**config.mk**
```make
export PLATFORM = sky130hd
export DESIGN_NAME = best_fit_extent_allocator_unit
export DESIGN_NICKNAME = d
export VERILOG_FILES = /design/src/sv/bfea_pkg.sv /design/src/sv/best_fit_extent_allocator_unit.sv /design/src/sv/bfea_ram.sv
export SDC_FILE = /design/constraint.sdc
export NUM_CORES = 2
export LEC_CHECK = 0
export ABC_CLOCK_PERIOD_IN_PS = 7050
export BUFFER_PORTS_ARGS = -buffer_cell sky130_fd_sc_hd__buf_4
export CORE_UTILIZATION = 51
export CTS_CLUSTER_SIZE = 20
export DETAILED_ROUTE_END_ITERATION = 10
export PLACE_DENSITY = 0.72
export SYNTH_ARGS = -nofsm -noshare
export SYNTH_HDL_FRONTEND = slang
export SYNTH_SLANG_ARGS = --single-unit
```
**constraint.sdc**
```tcl
create_clock -name i_clk -period 7.05 [get_ports i_clk]
set_input_delay 0.3525 -clock i_clk [delete_from_list [all_inputs] [get_ports i_clk]]
set_output_delay 0.3525 -clock i_clk [all_outputs]
set_load 0.01 [all_outputs]
```
**src/sv/bfea_pkg.sv**
```systemverilog
package bfea_pkg;

    localparam int ENTRIES      = 16;
    localparam int ADDR_W       = (ENTRIES > 1) ? $clog2(ENTRIES) : 1;
    localparam int CNT_W        = $clog2(ENTRIES + 1);
    localparam int BASE_W       = 32;
    localparam int SIZE_W       = 21;
    localparam int USED_W       = 5;
    localparam int CFG_IDX_W    = 2;
    localparam int CFG_DATA_W   = 32;
    localparam int HEADER       = 4;
    localparam int HEAP_DEFAULT = 1024 * 1024;

    localparam logic [CFG_IDX_W-1:0] CFG_HEAP_BASE  = CFG_IDX_W'(0);
    localparam logic [CFG_IDX_W-1:0] CFG_HEAP_BYTES = CFG_IDX_W'(1);

    typedef enum logic [1:0] {
        OP_INIT  = 2'd0,
        OP_ALLOC = 2'd1,
        OP_FREE  = 2'd2
    } t_opcode;

    typedef enum logic [1:0] {
        STATUS_OK    = 2'd0,
        STATUS_NOFIT = 2'd1,
        STATUS_FULL  = 2'd2
    } t_status;

    typedef enum logic [1:0] {
        ST_IDLE,
        ST_SCAN,
        ST_FINISH
    } t_state;

    typedef struct packed {
        logic [1:0]        opcode;
        logic [SIZE_W-1:0] request_bytes;
        logic [BASE_W-1:0] block_address;
        logic [SIZE_W-1:0] block_bytes;
    } t_in_item;

    typedef struct packed {
        logic [1:0]        status;
        logic [BASE_W-1:0] user_address;
        logic [USED_W-1:0] extents_used;
    } t_out_item;

    typedef struct packed {
        logic [BASE_W-1:0] base;
        logic [SIZE_W-1:0] size;
    } t_extent;

    localparam int EXT_W = $bits(t_extent);

endpackage

```
**src/sv/best_fit_extent_allocator_unit.sv**
```systemverilog
// Best-fit extent allocator.
// Input channel (i_in_valid / o_in_ready / i_in_item) takes one command per
// transaction: init, allocate or free. Output channel (o_out_valid /
// i_out_ready / o_out_item) returns exactly one result per command.
// Configuration: i_cfg_we writes heap_base (index 0) or heap_bytes (index 1)
// from i_cfg_data; write only while no command is in flight.
// Sequence: init and the unused opcode go straight to the finish step after
// acceptance; allocate and free first scan the table, reading one entry at a
// time through the read port of the extent RAM, then make the last compare in
// the shared unit, leave the scan, and in the finish step do the update write
// and the result load.
// Flow: one command at a time; o_in_ready is high only while idle, so a new
// command is taken only after the last one has finished.
// A finished result sits in the output register; the next command is taken
// while it waits, and a later result holds in the update step until the
// receiver takes the earlier one.
// Reset clears the extent count, the sequencer and the output register and
// restores heap_base 0 and heap_bytes 1048576; the table contents are left
// undefined and are never read before they are written.
module best_fit_extent_allocator_unit (
    input  logic                               i_clk,
    input  logic                               i_rst_n,
    input  logic                               i_cfg_we,
    input  logic [bfea_pkg::CFG_IDX_W-1:0]     i_cfg_index,
    input  logic [bfea_pkg::CFG_DATA_W-1:0]    i_cfg_data,
    input  logic                               i_in_valid,
    output logic                               o_in_ready,
    input  bfea_pkg::t_in_item                 i_in_item,
    output logic                               o_out_valid,
    input  logic                               i_out_ready,
    output bfea_pkg::t_out_item                o_out_item
);
    import bfea_pkg::*;

    t_state            r_state, n_state;
    logic [BASE_W-1:0] r_heap_base;
    logic [SIZE_W-1:0] r_heap_bytes;
    logic [1:0]        r_op, n_op;
    logic [SIZE_W:0]   r_total, n_total;
    logic [BASE_W-1:0] r_start, n_start;
    logic [BASE_W-1:0] r_end, n_end;
    logic [SIZE_W-1:0] r_blen, n_blen;
    logic [CNT_W-1:0]  r_count, n_count;
    logic [CNT_W-1:0]  r_idx, n_idx;
    logic              r_pend, n_pend;
    logic [ADDR_W-1:0] r_pend_idx, n_pend_idx;
    logic              r_found, n_found;
    logic [ADDR_W-1:0] r_best_idx, n_best_idx;
    logic [BASE_W-1:0] r_best_base, n_best_base;
    logic [SIZE_W-1:0] r_best_size, n_best_size;
    logic              r_out_valid, n_out_valid;
    t_out_item         r_out_item, n_out_item;

    logic              accept;
    logic              out_free;
    logic              rd_en;
    t_extent           rd_ext;
    logic              wr_en;
    logic [ADDR_W-1:0] wr_addr;
    t_extent           wr_ext;
    logic              hit;
    logic [BASE_W-1:0] in_start;
    logic [SIZE_W:0]   merge_sum;

    assign accept   = i_in_valid && o_in_ready;
    assign out_free = !r_out_valid || i_out_ready;
    assign rd_en    = (r_state == ST_SCAN) && (r_idx < r_count);
    assign in_start = i_in_item.block_address - BASE_W'(HEADER);
    assign merge_sum = {1'b0, r_best_size} + {1'b0, r_blen};

    bfea_ram #(
        .WIDTH (EXT_W),
        .DEPTH (ENTRIES)
    ) u_table (
        .i_clk   (i_clk),
        .i_we    (wr_en),
        .i_waddr (wr_addr),
        .i_wdata (wr_ext),
        .i_re    (rd_en),
        .i_raddr (r_idx[ADDR_W-1:0]),
        .o_rdata (rd_ext)
    );

    always_comb begin
        hit = 1'b0;
        if (r_pend) begin
            case (r_op)
                OP_ALLOC: hit = ({1'b0, rd_ext.size} >= r_total)
                                && (!r_found || (rd_ext.size < r_best_size));
                OP_FREE:  hit = !r_found && (rd_ext.base == r_end);
                default:  hit = 1'b0;
            endcase
        end
    end

    always_comb begin
        n_state = r_state;
        case (r_state)
            ST_IDLE: begin
                if (accept) begin
                    if (i_in_item.opcode inside {OP_ALLOC, OP_FREE}) begin
                        n_state = ST_SCAN;
                    end else begin
                        n_state = ST_FINISH;
                    end
                end
            end
            ST_SCAN: begin
                if (!rd_en && !r_pend) begin
                    n_state = ST_FINISH;
                end
            end
            ST_FINISH: begin
                if (out_free) begin
                    n_state = ST_IDLE;
                end
            end
            default: n_state = ST_IDLE;
        endcase
    end

    always_comb begin
        o_in_ready  = (r_state == ST_IDLE);
        n_op        = r_op;
        n_total     = r_total;
        n_start     = r_start;
        n_end       = r_end;
        n_blen      = r_blen;
        n_count     = r_count;
        n_idx       = r_idx;
        n_pend      = 1'b0;
        n_pend_idx  = r_idx[ADDR_W-1:0];
        n_found     = r_found;
        n_best_idx  = r_best_idx;
        n_best_base = r_best_base;
        n_best_size = r_best_size;
        n_out_valid = r_out_valid && !i_out_ready;
        n_out_item  = r_out_item;
        wr_en       = 1'b0;
        wr_addr     = r_best_idx;
        wr_ext      = '{base: r_start, size: r_blen};

        case (r_state)
            ST_IDLE: begin
                if (accept) begin
                    n_op    = i_in_item.opcode;
                    n_total = {1'b0, i_in_item.request_bytes} + (SIZE_W + 1)'(HEADER);
                    n_start = in_start;
                    n_end   = in_start + BASE_W'(i_in_item.block_bytes);
                    n_blen  = i_in_item.block_bytes;
                    n_idx   = '0;
                    n_found = 1'b0;
                end
            end
            ST_SCAN: begin
                n_pend = rd_en;
                if (rd_en) begin
                    n_idx = r_idx + CNT_W'(1);
                end
                if (hit) begin
                    n_found     = 1'b1;
                    n_best_idx  = r_pend_idx;
                    n_best_base = rd_ext.base;
                    n_best_size = rd_ext.size;
                end
            end
            ST_FINISH: begin
                if (out_free) begin
                    n_out_valid             = 1'b1;
                    n_out_item.status       = STATUS_OK;
                    n_out_item.user_address = '0;
                    case (r_op)
                        OP_INIT: begin
                            wr_en   = 1'b1;
                            wr_addr = '0;
                            wr_ext  = '{base: r_heap_base, size: r_heap_bytes};
                            n_count = CNT_W'(1);
                        end
                        OP_ALLOC: begin
                            if (r_found) begin
                                wr_en  = 1'b1;
                                wr_ext = '{base: r_best_base + BASE_W'(r_total),
                                           size: r_best_size - r_total[SIZE_W-1:0]};
                                n_out_item.user_address = r_best_base + BASE_W'(HEADER);
                            end else begin
                                n_out_item.status = STATUS_NOFIT;
                            end
                        end
                        OP_FREE: begin
                            if (r_found) begin
                                wr_en  = 1'b1;
                                wr_ext = '{base: r_start,
                                           size: merge_sum[SIZE_W] ? '1
                                                 : merge_sum[SIZE_W-1:0]};
                            end else if (r_count < CNT_W'(ENTRIES)) begin
                                wr_en   = 1'b1;
                                wr_addr = r_count[ADDR_W-1:0];
                                n_count = r_count + CNT_W'(1);
                            end else begin
                                n_out_item.status = STATUS_FULL;
                            end
                        end
                        default: begin
                        end
                    endcase
                    n_out_item.extents_used = USED_W'(n_count);
                end
            end
            default: begin
            end
        endcase
    end

    always_ff @(posedge i_clk) begin
        if (!i_rst_n) begin
            r_state      <= ST_IDLE;
            r_heap_base  <= '0;
            r_heap_bytes <= SIZE_W'(HEAP_DEFAULT);
            r_count      <= '0;
            r_idx        <= '0;
            r_pend       <= 1'b0;
            r_found      <= 1'b0;
            r_out_valid  <= 1'b0;
        end else begin
            r_state     <= n_state;
            r_count     <= n_count;
            r_idx       <= n_idx;
            r_pend      <= n_pend;
            r_found     <= n_found;
            r_out_valid <= n_out_valid;
            if (i_cfg_we) begin
                case (i_cfg_index)
                    CFG_HEAP_BASE:  r_heap_base  <= i_cfg_data[BASE_W-1:0];
                    CFG_HEAP_BYTES: r_heap_bytes <= i_cfg_data[SIZE_W-1:0];
                    default: begin
                    end
                endcase
            end
        end
    end

    always_ff @(posedge i_clk) begin
        r_op        <= n_op;
        r_total     <= n_total;
        r_start     <= n_start;
        r_end       <= n_end;
        r_blen      <= n_blen;
        r_pend_idx  <= n_pend_idx;
        r_best_idx  <= n_best_idx;
        r_best_base <= n_best_base;
        r_best_size <= n_best_size;
        r_out_item  <= n_out_item;
    end

    assign o_out_valid = r_out_valid;
    assign o_out_item  = r_out_item;

endmodule

```
**src/sv/bfea_ram.sv**
```systemverilog
module bfea_ram #(
    parameter int WIDTH = 8,
    parameter int DEPTH = 16
) (
    input  logic                                       i_clk,
    input  logic                                       i_we,
    input  logic [((DEPTH > 1) ? $clog2(DEPTH) : 1)-1:0] i_waddr,
    input  logic [WIDTH-1:0]                           i_wdata,
    input  logic                                       i_re,
    input  logic [((DEPTH > 1) ? $clog2(DEPTH) : 1)-1:0] i_raddr,
    output logic [WIDTH-1:0]                           o_rdata
);

    logic [WIDTH-1:0] r_mem [DEPTH];
    logic [WIDTH-1:0] r_rdata;

    always_ff @(posedge i_clk) begin
        if (i_we) begin
            r_mem[i_waddr] <= i_wdata;
        end
        if (i_re) begin
            r_rdata <= r_mem[i_raddr];
        end
    end

    assign o_rdata = r_rdata;

endmodule

```
==> out/results.txt <==
Pleak: 19.7 nW
Synthesized area: 0.0511 mm²
Core footprint: 0.0987 mm²
Slew Limit Fails: 0
Synth cell types: 80
Worst-margin pin slew: 1.40 ns
GP Congestion: 0.940
RSZ-0062 raised after global routing: no
Worst-Skew Late Latency: 0.72 ns
Post-detail-place hpwl: 90200 µm
Post-DRT Antenna Nets: 0
Chip height: 318 µm
Vias per inst: 6.38
Site row count: 115
Cells on Worst Hold Path: 2
Most common cell in the netlist: edfxtp_1
Crit Reg-Reg Startpoint: r_blen[2]
Worst r2r path cells: 9
DRT iter0 DRCs: 4165
Hold path startpoint: i_in_item[52]
Critical path class: reg -> reg
Routed len/inst: 29.7 µm
Switch share: 0.226
Seq pwr share: 0.518
Post-synth EDFFs: 1106
Net Switching: 3.49 mW
TritonCTS clock tree: built
Critical path peak fanout: 16
Area delta synth->final: 15.6%
Worst Clk Skew: 0.0378 ns
Post-Syn Instances: 3110
Die area: 0.101 mm²
Total GRT Usage: 0.282
Post_cts resized: 0
Synth area leaders: edfxtp_1 (65%), mux4_2 (12%), ha_1 (3.4%), dfxtp_1 (2.8%), nand2_1 (1.8%)
Primary FF master, synth: edfxtp_1
Maximum clock path buffer count: 3
CP arrival: 4.80 ns
Cell Pwr Density: 261 mW/mm²
Synthesized area per cell: 16.4 µm²
Num Clock Sinks: 1178
Max Clock Freq: 222 MHz
DR pass1 iterations: 9
Met3 routed WL: 17400 µm
Placed Instances: 4515
Fin crit period: 4.50 ns
First-pass GRT wire length: 205000 µm
Internal: 11.9 mW
Top post-synthesis cells by count: edfxtp_1 (1106), mux4_2 (265), nand2_1 (249)
NumNets Final: 3693
Reg2reg setup slack: 2.55 ns
Met2 wire len: 64000 µm
Pin count of the biggest net entering global routing: 127
Wirelength, routed: 143000 µm
FF+latch count, synth: 1178
Via Count: 30800
Final hold vios: 0
Synth warn: 0
Initial Util: 0.517
Drc violations: 0
Top-level port count: 156
Hold Slack: 0.0389 ns
Worst R2R End: u_table.r_mem[5][14]
Port Buf Inserts: 155
Max capacitance violation total: 0
CTS root buf: clkbuf_16
# setup viols final: 0
Worst VDD drop: 201 µV
Hold Path Sink: r_start[31]
Top Metal Used: met4
Slew HR: 0.0567
Gate power share: 0.076
Total grt overflow: 0
Leading area contributor after synthesis: edfxtp_1
Post-synth top area share: 0.651
Sum Neg Setup Slack: 0 ns
Clock Power Share: 0.406
Clock transition at path regs: 0.06 ns
H-tree Lvls: 3
Final Util: 0.598
Die Width: 318 µm
Filler instances: 7212
Met1 WL: 56600 µm
Run status: finished, final reports clean
TritonCTS Buffers: 115
CP required: 7.35 ns
Non-Filler Instances: 4821
Number of global-route vias before repair: 29600
Fin crit share: 0.638
Fraction of layout cells with a size suffix above 1: 0.206
Sequential area share after synthesis: 0.679
Syn_nets: 3367
CP startpoint kind: flop
Async S/R FF share, synth: 0
Hold Path Class: in -> reg
Initial antenna violation count: 3
CP Capture Type: flop
## cell usage in the layout (no fill, tap or decap), types with 15 or more instances in the layout
cell | Yosys | routed
and2_1 | 15 | 15
nand2b_1 | 15 | 15
o211ai_1 | 15 | 15
nand3_1 | 41 | 41
clkinv_1 | 1 | 22
clkbuf_16 | 0 | 119
a21oi_1 | 161 | 161
nor2_1 | 136 | 119
a22oi_1 | 35 | 35
ha_1 | 138 | 138
buf_4 | 0 | 234
xnor2_1 | 86 | 86
clkbuf_1 | 101 | 23
dfxtp_1 | 72 | 68
xor2_1 | 93 | 93
edfxtp_1 | 1106 | 1106
nor2_4 | 0 | 16
and3_1 | 28 | 28
a21o_1 | 39 | 39
clkinv_2 | 0 | 18
nor3_1 | 25 | 25
mux4_2 | 265 | 265
o21ai_0 | 115 | 112
nand2_1 | 249 | 249
dlygate4sd3_1 | 0 | 90
nand4_1 | 26 | 26
inv_1 | 85 | 83
a31oi_1 | 20 | 20
## worst max path at each step
| stage | start | end | slack [ns] | cells past startpoint |
|---|---|---|---|---|
| 6_report | r_blen[2] | u_table.r_mem[5][14] | 2.55 | 9 |
| 5_1_grt | r_state[0] | u_table.r_mem[14][18] | 2.39 | 8 |
| 4_1_cts | r_blen[2] | u_table.r_mem[5][11] | 2.57 | 9 |
| 3_5_place_dp | i_in_item[28] | r_end[24] | 2.20 | 12 |
| 3_3_place_gp | i_in_item[28] | r_end[24] | 2.26 | 12 |
| 2_1_floorplan | r_best_size[1] | r_best_base[0] | 0.69 | 9 |
## metal layers
layer | vias up | track usage
met5 | - | 0
met4 | 0 | 0.0992
met3 | 287 | 0.0670
met2 | 1945 | 0.423
met1 | 15600 | 0.407
li1 | 13000 | -
## registers in the layout (all words and copies together) (netlist names), 5 cells and up
signal and cells:
o_out_item 39, r_best_base 32, r_best_size 21, r_blen 21, r_count 5, r_end 32
r_heap_base 32, r_heap_bytes 21, r_idx 5, r_start 32, r_total 22, u_table.o_rdata 53
u_table.r_mem 848
## final cells by class
cell class                 instances  area (µm²)  share of cell area
clock inverter                    69         767              0.0130
inverter                          87         329             0.00558
multi-input combinational       1725       15800               0.267
sequential                      1178       34700               0.587
antenna                            2        5.00           0.0000848
clock buffer                     144        3090              0.0524
timing repair buffer             329        2760              0.0467
tap                             1287        1610              0.0273
## per-stage QoR
step / power (mW) / instance area [µm²] / worst slack (ns)
after global routing: 15.8 / 59000 / 2.39
after detailed placement: 9.23 / 54200 / 2.20
final: 15.4 / 59000 / 2.55
after floorplan: 8.75 / 51100 / 0.687
after global placement: 9.21 / 54200 / 2.26
after CTS: 15.5 / 59000 / 2.57
## cells by family (layout without fill, tap and decap cells)
family / Yosys count / count (layout) / share of synthesized area
simple gates: 615 / 615 / 0.0567
fa+ha+maj: 142 / 142 / 0.0354
compound gates: 512 / 512 / 0.0636
other cells: 0 / 2 / 0
flops: 1178 / 1178 / 0.679
mux: 276 / 276 / 0.119
buf+inv: 207 / 629 / 0.0154
xor+xnor: 180 / 180 / 0.0310
## timing repair
action                                 4_1_cts  5_1_grt
endpoints found under the hold margin      111        0
hold buffers                                90        0
setup buffers                                0        0
## worst max-delay path, stage by stage (launching register included)
cell	delay [ns]
edfxtp_1	0.46
ha_1	0.42
o21a_1	0.17
a21oi_1	0.10
a21boi_0	0.71
a21oi_1	0.34
o21ai_1	0.38
buf_4	0.28
o21ai_0	0.13
a41oi_1	1.11
## power groups by stage
stage	clock, mW	combinational [mW]	sequential [mW]
3_3_place_gp	0	1.09	8.13
2_1_floorplan	0	0.647	8.10
4_1_cts	6.33	1.15	7.98
3_5_place_dp	0	1.10	8.13
6_report	6.27	1.17	7.99
5_1_grt	6.59	1.26	7.99
(Power assumes the default switching activity.)
